## config.mk

```make
export PLATFORM = sky130hd
export DESIGN_NAME = vfcm_ctrl
export DESIGN_NICKNAME = d
export VERILOG_FILES = /design/src/rtl/core/vfcm_pkg.sv /design/src/rtl/core/vfcm_ctrl.sv
export SDC_FILE = /design/constraint.sdc
export NUM_CORES = 1
export LEC_CHECK = 0
export BUFFER_PORTS_ARGS = -buffer_cell sky130_fd_sc_hd__buf_2
export CAP_MARGIN = 25
export CORE_MARGIN = 10
export CORE_UTILIZATION = 40
export CTS_BUF_LIST = sky130_fd_sc_hd__clkbuf_16
export CTS_CLUSTER_DIAMETER = 150
export DETAILED_ROUTE_END_ITERATION = 6
export PLACE_DENSITY = 0.67
export SYNTH_ARGS = -nofsm -noshare
export SYNTH_HDL_FRONTEND = slang
export SYNTH_SLANG_ARGS = --single-unit
```

## constraint.sdc

```tcl
create_clock -name clk -period 4.38 [get_ports clk]
set_clock_uncertainty 0.1 [all_clocks]
set_input_delay 0.438 -clock clk [delete_from_list [all_inputs] [get_ports clk]]
set_output_delay 0.438 -clock clk [all_outputs]
set_load 0.02 [all_outputs]
```

## src/rtl/core/vfcm_pkg.sv

```systemverilog
// Package with shared types, codes and tables for the voxel face-culling mesher.
package vfcm_pkg;

	// Command codes carried on the cmd port
	typedef enum logic [1:0] {
		CMD_WRITE   = 2'd0,
		CMD_MESH    = 2'd1,
		CMD_RESTART = 2'd2
	} cmd_t;

	// Controller states
	typedef enum logic [1:0] {
		ST_CLEAR,
		ST_IDLE,
		ST_READ,
		ST_EMIT
	} state_t;

	localparam int unsigned IN_W     = 4;
	localparam int unsigned COORD_W  = 7;
	localparam int unsigned POS_W    = 6;
	localparam int unsigned FACE_W   = 3;
	localparam int unsigned CORNER_W = 3;
	localparam int unsigned VIDX_W   = 17;
	localparam int unsigned PROBE_W  = 3;

	localparam logic [PROBE_W-1:0] NUM_PROBES  = 3'd7;
	localparam logic [FACE_W-1:0]  FACE_LAST   = 3'd5;
	localparam logic [1:0]         CORNER_LAST = 2'd3;
	localparam logic [VIDX_W-1:0]  COUNT_MAX   = 17'h1FFFF;

	// Corner numbers per face: bit2 high x, bit1 high y, bit0 high z
	localparam logic [CORNER_W-1:0] FACE_CORNER [6][4] = '{
		'{3'd0, 3'd1, 3'd2, 3'd3},
		'{3'd5, 3'd1, 3'd4, 3'd0},
		'{3'd4, 3'd0, 3'd6, 3'd2},
		'{3'd1, 3'd5, 3'd3, 3'd7},
		'{3'd5, 3'd4, 3'd7, 3'd6},
		'{3'd6, 3'd2, 3'd7, 3'd3}
	};

	// Commands from controller to datapath
	typedef struct packed {
		logic                 accept;
		logic                 clear_step;
		logic                 probe_rd;
		logic [PROBE_W-1:0]   probe_sel;
		logic                 probe_cap;
		logic [PROBE_W-1:0]   cap_sel;
		logic                 emit_vtx;
		logic                 emit_none;
		logic [FACE_W-1:0]    face;
		logic [1:0]           corner;
		logic                 last;
	} ctrl_cmd_t;

	// Status from datapath to controller
	typedef struct packed {
		logic       clear_done;
		logic       center_solid;
		logic [5:0] vis_mask;
	} dp_stat_t;

endpackage

```

## src/rtl/core/vfcm_ctrl.sv

```systemverilog
// Controller state machine: clearing pass, neighbor probe sequence and vertex emission.
module vfcm_ctrl (
	input  logic                  clk,
	input  logic                  arst_n,
	input  logic                  start,
	input  logic [1:0]            cmd,
	input  vfcm_pkg::dp_stat_t    stat,
	output vfcm_pkg::ctrl_cmd_t   ctl,
	output logic                  busy
);
	import vfcm_pkg::*;

	state_t              state_q, state_d;
	logic [PROBE_W-1:0]  probe_q, probe_d;
	logic [FACE_W-1:0]   face_q, face_d;
	logic [1:0]          corner_q, corner_d;
	logic                accept;
	logic                any_vis;
	logic [5:0]          upper_vis;

	// Decode handshake and visibility summary
	always_comb begin
		accept    = start && (state_q == ST_IDLE);
		any_vis   = stat.center_solid && (stat.vis_mask != 6'd0);
		upper_vis = stat.vis_mask >> (face_q + 3'd1);
	end

	// Drive datapath commands
	always_comb begin
		ctl            = '0;
		ctl.accept     = accept;
		ctl.clear_step = (state_q == ST_CLEAR);
		ctl.probe_rd   = (state_q == ST_READ) && (probe_q != NUM_PROBES);
		ctl.probe_sel  = probe_q;
		ctl.probe_cap  = (state_q == ST_READ) && (probe_q != 3'd0);
		ctl.cap_sel    = probe_q - 3'd1;
		ctl.emit_none  = (state_q == ST_EMIT) && !any_vis;
		ctl.emit_vtx   = (state_q == ST_EMIT) && any_vis && stat.vis_mask[face_q];
		ctl.face       = face_q;
		ctl.corner     = corner_q;
		ctl.last       = ctl.emit_none ||
			(ctl.emit_vtx && (corner_q == CORNER_LAST) && (upper_vis == 6'd0));
		busy           = (state_q != ST_IDLE);
	end

	// Select next state and counters
	always_comb begin
		state_d  = state_q;
		probe_d  = probe_q;
		face_d   = face_q;
		corner_d = corner_q;
		case (state_q)
			ST_CLEAR: begin
				if (stat.clear_done) begin
					state_d = ST_IDLE;
				end
			end
			ST_IDLE: begin
				if (accept && (cmd == CMD_MESH)) begin
					state_d = ST_READ;
					probe_d = 3'd0;
				end
			end
			ST_READ: begin
				probe_d = probe_q + 3'd1;
				if (probe_q == NUM_PROBES) begin
					state_d  = ST_EMIT;
					face_d   = 3'd0;
					corner_d = 2'd0;
				end
			end
			ST_EMIT: begin
				if (ctl.emit_none || ctl.last) begin
					state_d = ST_IDLE;
				end else if (ctl.emit_vtx && (corner_q != CORNER_LAST)) begin
					corner_d = corner_q + 2'd1;
				end else if (face_q == FACE_LAST) begin
					state_d = ST_IDLE;
				end else begin
					face_d   = face_q + 3'd1;
					corner_d = 2'd0;
				end
			end
			default: begin
				state_d = ST_IDLE;
			end
		endcase
	end

	// Hold state registers
	always_ff @(posedge clk or negedge arst_n) begin
		if (!arst_n) begin
			state_q  <= ST_CLEAR;
			probe_q  <= '0;
			face_q   <= '0;
			corner_q <= '0;
		end else begin
			state_q  <= state_d;
			probe_q  <= probe_d;
			face_q   <= face_d;
			corner_q <= corner_d;
		end
	end

endmodule

```

==> reports/metrics.csv, run 1 <==
stage,metric,value,unit
timing,finalCriticalPeriod,2.909,ns
clock_tree,cts_tree,yes,
setup_path,crit_family,compound AO/OA/AOI/OAI gates,
power,pwr_density_cell,731.9,nW/um^2
die,rows,18,
setup_path,end_kind,output pin,
synth,synth_edf_count,0,
timing,finalSetupTns,0,ns
timing,setup_viol,0,
die,die_h,71.11,um
job,max-cap-violations,0,
setup_path,r2r_start,face_q[0],
power,switching_share,49.38,%
die,die_w,71.11,um
detailed_routing,drc,0,
detailed_routing,wl_per_cell,15.04,um
grt,grt_antenna_before_repair,0,
setup_path,startpoint,face_q[0],
detailed_routing,wl_met2,1298,um
die,start_util,42.17,%
power,p_seq_share,19.1,%
timing,worstMarginPinSlew,0.9678,ns
setup_path,crit_buf_inv,1,
clock_tree,cts_max_path_buffers,2,
finish,syn2layout_area_growth,24.79,%
power,total_power,0.0009542,W
timing,rsz0062_at_grt,no,
synth,synth_common_cells,"16 x inv_1, 11 x ha_1, 10 x dfrtp_1, 10 x nand2_1, 8 x o21ai_0",
synth,synthTopCellsByArea,"dfrtp_1 24%, ha_1 13%, inv_1 5.7%",
status,status,"complete, no violations",
setup_path,crit_path_max_fanout,8,
setup_path,critPathCapture,ctl[0],
placement,dp_hpwl,2182,um
synth,synthFlopType,dfrtp_1,
timing,period_share,66.41,%
grt,grt_pass1_vias,1044,
synth,synthArstFlopShare,100.0,%
setup_path,crit_cells,6,
grt,grt-ovfl-total,0,
die,core_area,2477,sq um
timing,worst_slew_margin_rel,34.66,%
setup_path,crit_type,register to output pin,
synth,synth-seq-cells,10,
finish,drive_gt1_share,30.87,%
setup_path,worstSetupStartpointType,register,
worst_hold_path,hp-class,register to register,
die,fp.dieArea,5056,sq um
clock_tree,clkTransAtPathRegs,0.04,ns
detailed_routing,dr_wl_met3,192,um
synth,synth_cell_type_count,48,
setup_path,cp.arrival,2.37,ns
detailed_routing,wl_met1,1174,um
synth,synthCells,116,
detailed_routing,drt-vias-per-instance,5.542,
synth,synth_top_area_share,23.95,%
synth,synth_nets,140,
synth,synth_seq_area_share,23.95,%
synth,synth-warning-count,0,
power,p_int,0.0004830,W
finish,n_antenna_cell,0,
setup_path,crit_slowest_cell,o31ai_1,
grt,grtUsageTotal,10.52,%
finish,nets,175,
detailed_routing,postRouteAntennaNets,0,
setup_path,r2r_end,face_q[0],
clock_tree,h-tree-depth,1,
synth,synth_most_common_cell,inv_1,
synth,synth_area_per_cell,9.006,sq um
grt,grt_max_degree,11,
setup_path,critical_path_required,3.84,ns
grt,grt_pass1_wl,4498,um
detailed_routing,wirelength,2693,um
die,io-pin-count,32,
detailed_routing,top_layer,met4,
power,ir_drop,0.3961,mV
power,comb_power_share,64.0,%
clock_tree,cts_sinks,10,
placement,port_buffers,31,
placement,gp_congestion,0.8641,
timing,clock.fmax,343.8,MHz
timing,final-hold-violation-count,0,
setup_path,reg2reg_slack,1.89,ns
power,p_leak,0.6517,nW
power,p_clk_share,16.9,%
timing,final_max_slew_viol_count,0,
detailed_routing,num_vias,992,
clock_tree,clk_latency,0.24,ns
clock_tree,cts_made_buffers,3,
setup_path,rr_worst_depth,6,
clock_tree,root_buffer,clkbuf_16,
power,switching_power,0.0004712,W
synth,synth_top_area_cell,dfrtp_1,
detailed_routing,firstDrtPassIters,4,
setup_path,crit_chain,ha_1 > o21ai_0 > a21oi_1 > o31ai_1 > a31o_2 > buf_2,
setup_path,crit_path_max_incr_delay,0.69,ns
synth,syn-cell-area,1045,sq um
detailed_routing,drt_iter0_drc,17,
==> cell usage in the layout, fill, tap and decap left out, types with 2 or more instances in the layout <==
master	n
ha_1	11
a211o_1	2
clkbuf_16	3
nand2_1	10
o311ai_0	2
and4_2	2
o21ai_0	8
inv_1	16
a32o_1	2
buf_2	31
xor2_1	2
nand3b_1	2
and2_1	2
a21oi_1	5
nor2_1	4
nor2b_1	2
nand3_1	2
a211oi_1	3
dfrtp_1	10
==> worst register-to-register path: stages (launching register included) <==
cell and delay (ns):
dfrtp_1 0.46, ha_1 0.38, o21ai_0 0.10, a21oi_1 0.10, o311ai_0 0.84, a221oi_2 0.19
o22ai_1 0.23
==> worst min-delay path by stage <==
stage	start	to	slack [ns]	cells after the start
2_1_floorplan	arst_n	corner_q[0]	0.04	0
3_3_place_gp	arst_n	face_q[2]	0.23	1
3_5_place_dp	arst_n	face_q[1]	0.22	1
4_1_cts	probe_q[0]	probe_q[0]	0.44	1
5_1_grt	probe_q[0]	probe_q[0]	0.46	1
6_report	corner_q[1]	corner_q[1]	0.45	1
==> cell families after synthesis <==
kind of cell    synth area share, %
fa+ha+maj                     13.17
mux                           4.191
buf+inv                       7.545
simple gates                  20.36
compound gates                29.10
xor+xnor                      1.677
flops                         23.95
==> sequential cells by signal (all words and copies together), names as in the netlist <==
| name | cells |
|---|---|
| state_q | 2 |
| face_q | 3 |
| probe_q | 3 |
| corner_q | 2 |
==> timing repair <==
action                    CTS  global route
hold endpoints to repair   10             0
gates resized for setup     0             0
buffers inserted            0             0
hold buffers                1             0
==> per-stage QoR <==
| step | std cells | setup slack (ns) | area [sq um] | hold WS, ns | util, % |
|---|---|---|---|---|---|
| 2_1_floorplan | 116 | 1.966 | 1045 | 0.04241 | - |
| 3_3_place_gp | 175 | 1.797 | 1219 | 0.2251 | 49.19 |
| 3_5_place_dp | 175 | 1.704 | 1219 | 0.2249 | 49.19 |
| 4_1_cts | 179 | 1.445 | 1304 | 0.4448 | 52.63 |
| 5_1_grt | 179 | 1.247 | 1304 | 0.4619 | 52.63 |
| 6_report | 179 | 1.471 | 1304 | 0.4500 | 52.63 |
==> cell type report <==
type | instances | area [sq um]
clock buffers | 3 | 75.07
fillers | 246 | 1174
inverters | 16 | 60.06
well taps | 30 | 37.54
repair buffers | 32 | 165.2
multi-input cells | 88 | 715.7
flip-flops and latches | 10 | 250.2
==> metal layers <==
layer | up-vias | GRT usage (%)
met5 | - | 0
met4 | 0 | 5.161
met3 | 2 | 3.068
met2 | 33 | 18.40
met1 | 459 | 11.23
li1 | 498 | -
==> power by group through the flow <==
| stage | logic [W] | registers [W] | clock network [W] |
|---|---|---|---|
| final | 0.000611 | 0.000182 | 0.000161 |
| after global placement | 0.000606 | 0.000179 | 0 |
| after CTS | 0.000618 | 0.000183 | 0.000164 |
| after floorplan | 0.000430 | 0.000204 | 0 |
| after global routing | 0.000681 | 0.000190 | 0.000167 |
| after detailed placement | 0.000612 | 0.000185 | 0 |
Note: power is estimated with default switching activity, not from simulation.
==> run 2: changes to the inputs <==
--- a/config.mk
+++ b/config.mk
@@ -5,6 +5,7 @@
 export SDC_FILE = /design/constraint.sdc
 export NUM_CORES = 1
 export LEC_CHECK = 0
+export ABC_AREA = 1
 export BUFFER_PORTS_ARGS = -buffer_cell sky130_fd_sc_hd__buf_2
 export CAP_MARGIN = 25
 export CORE_MARGIN = 10
@@ -12,7 +13,7 @@
 export CTS_BUF_LIST = sky130_fd_sc_hd__clkbuf_16
 export CTS_CLUSTER_DIAMETER = 150
 export DETAILED_ROUTE_END_ITERATION = 6
-export PLACE_DENSITY = 0.67
+export PLACE_DENSITY = 0.7
 export SYNTH_ARGS = -nofsm -noshare
 export SYNTH_HDL_FRONTEND = slang
 export SYNTH_SLANG_ARGS = --single-unit
==> constraint.sdc (replaced) <==
create_clock -name clk -period 2.4 [get_ports clk]
set_clock_uncertainty 0.1 [all_clocks]
set_input_delay 0.24 -clock clk [delete_from_list [all_inputs] [get_ports clk]]
set_output_delay 0.24 -clock clk [all_outputs]
set_load 0.02 [all_outputs]
==> reports/metrics.csv, run 2 <==
stage,metric,value,unit
power,p_leak,0.7022,nW
job,max-cap-violations,0,
setup_path,r2r_end,state_q[1],
clock_tree,cts_sinks,10,
synth,synthArstFlopShare,100.0,%
clock_tree,post-cts-setup-buffer-count,0,
die,die_h,69.21,um
synth,synth_seq_area_share,25.84,%
die,core_area,2255,sq um
timing,setup_viol,0,
timing,clock.fmax,447.6,MHz
detailed_routing,firstDrtPassIters,4,
synth,synth_edf_count,0,
synth,synth-warning-count,0,
detailed_routing,postRouteAntennaNets,0,
clock_tree,h-tree-depth,1,
power,p_seq_share,19.6,%
setup_path,reg2reg_slack,0.45,ns
clock_tree,root_buffer,clkbuf_16,
synth,synth_area_per_cell,7.449,sq um
synth,synth_most_common_cell,nand2_1,
finish,layout_common_cells,"33 x nand2_1, 31 x buf_2, 19 x inv_1, 11 x ha_1",
setup_path,cp.arrival,1.89,ns
die,io-pin-count,32,
synth,synthFlopType,dfrtp_1,
power,pwr_density_cell,1203,nW/um^2
placement,gp_congestion,0.8772,
synth,synth_top_area_share,25.84,%
worst_hold_path,hp-class,input port to asynchronous set/reset pin,
finish,final_common_cell,nand2_1,
synth,synth_cell_type_count,27,
synth,synthTopCellsByArea,"dfrtp_1 26%, ha_1 14%, nand2_1 13%",
detailed_routing,num_vias,930,
placement,port_buffers,31,
die,start_util,42.95,%
detailed_routing,drt_iter0_drc,48,
placement,place_ws,0.4256,ns
timing,holdWs,0.2984,ns
finish,syn2layout_area_growth,28.04,%
setup_path,crit_type,register to output pin,
setup_path,r2r_start,face_q[0],
timing,final-hold-violation-count,0,
clock_tree,cts_made_buffers,3,
synth,synth_nets,154,
detailed_routing,drt-vias-per-instance,4.819,
synth,syn-cell-area,968.4,sq um
detailed_routing,drc,0,
finish,drive_gt1_share,33.33,%
setup_path,rr_worst_depth,11,
finish,postLayoutCellArea,1240,sq um
timing,worstMarginPinSlew,0.4550,ns
synth,synth_top_area_cell,dfrtp_1,
power,p_clk_share,20.4,%
power,switching_power,0.0007340,W
finish,n_antenna_cell,0,
detailed_routing,wirelength,2436,um
die,rows,17,
timing,finalCriticalPeriod,2.234,ns
status,status,"complete, no violations",
clock_tree,cts_max_path_buffers,2,
synth,synthCells,130,
timing,rsz0062_at_grt,no,
power,switching_share,49.20,%
timing,finalSetupTns,0,ns
finish,top_regs,"face_q: 3 flops, probe_q: 3 flops",
grt,grt_antenna_before_repair,0,
clock_tree,cts_tree,yes,
grt,grt_pass1_vias,1000,
timing,final.setup.worst_slack,0.1660,ns
power,ir_drop,0.7586,mV
grt,grtUsageTotal,10.34,%
grt,grt-ovfl-total,0,
setup_path,critical_path_required,2.06,ns
grt,grt_max_degree,11,
grt,grt_pass1_wl,4181,um
timing,worst_slew_margin_rel,69.67,%
detailed_routing,wl_per_cell,12.62,um
setup_path,worstSetupStartpointType,register,
finish,nets,190,
placement,dp_hpwl,2001,um
clock_tree,clk_latency,0.24,ns
setup_path,end_kind,output pin,
setup_path,crit_path_max_fanout,10,
timing,period_share,93.08,%
synth,synth-seq-cells,10,
clock_tree,clkTransAtPathRegs,0.04,ns
power,comb_power_share,60.0,%
placement,dpl_cell_area,1151,sq um
die,fp.dieArea,4789,sq um
synth,synth_common_cells,"33 x nand2_1, 19 x inv_1, 11 x ha_1",
power,p_int,0.0007579,W
timing,final_max_slew_viol_count,0,
die,die_w,69.21,um
[run 2: repair_timing]
| action | in CTS | in global routing |
|---|---|---|
| setup endpoints to repair | 0 | 0 |
| hold endpoints to repair | 10 | 0 |
| gates resized for setup | 0 | 0 |
| hold buffers | 1 | 0 |
[run 2: cells by family (layout without fill, tap and decap cells)]
| family | Yosys count | after routing | synth area share, % |
|---|---|---|---|
| AND/OR/NAND/NOR | 69 | 69 | 39.15 |
| buffers and inverters | 23 | 58 | 9.303 |
| AO/OA/AOI/OAI | 15 | 15 | 9.690 |
| adder cells (fa/ha/maj) | 11 | 11 | 14.21 |
| flip-flops | 10 | 10 | 25.84 |
| XOR/XNOR | 2 | 2 | 1.809 |
[run 2: worst max path at each step]
stage               slack (ns)      start  endpoint
floorplan                 0.47  face_q[1]    ctl[0]
global placement          0.46  face_q[0]    ctl[0]
global route              0.08  face_q[0]    ctl[0]
finish                    0.17  face_q[0]    ctl[0]
CTS                       0.16  face_q[0]    ctl[0]
detailed placement        0.43  face_q[0]    ctl[0]
[run 2: layout make-up]
| class | instances | area, sq um |
|---|---|---|
| Sequential cell | 10 | 250.2 |
| Multi-Input combinational cell | 97 | 628.1 |
| Inverter | 22 | 82.58 |
| Clock inverter | 1 | 3.754 |
| Tap cell | 28 | 35.03 |
| Timing Repair Buffer | 32 | 165.2 |
| Fill cell | 224 | 1015 |
| Clock buffer | 3 | 75.07 |
[run 2: critical path, cell delays in order, from the launching register on]
cell and delay [ns]:
dfrtp_1 0.49, ha_1 0.39, nand2_1 0.09, nand2_1 0.05
nand2_1 0.10, nand3_4 0.08, a21oi_4 0.16, a21oi_2 0.08
inv_1 0.05, buf_2 0.15
[run 2: metrics by stage]
stage	util (%)	instances	power (W)
6_report	54.99	193	0.001492
5_1_grt	54.99	193	0.001620
4_1_cts	54.99	193	0.001510
3_5_place_dp	51.05	188	0.001198
3_3_place_gp	51.05	188	0.001176
2_1_floorplan	-	130	0.0009579
[run 2: routing by layer]
metal  global-route usage (%)  wire, um  up-vias
li1                         -         -      482
met1                    10.74      1074      412
met2                    17.74      1139       31
met3                    3.281       169        5
met4                    5.987        53        0
met5                        0         0        -
[run 2: power groups by stage]
stage,Clock [W],Sequential (W),Combinational (W)
2_1_floorplan,0,0.000328,0.000629
3_3_place_gp,0,0.000290,0.000886
3_5_place_dp,0,0.000295,0.000903
4_1_cts,0.000308,0.000294,0.000908
5_1_grt,0.000318,0.000303,0.000998
6_report,0.000305,0.000292,0.000895
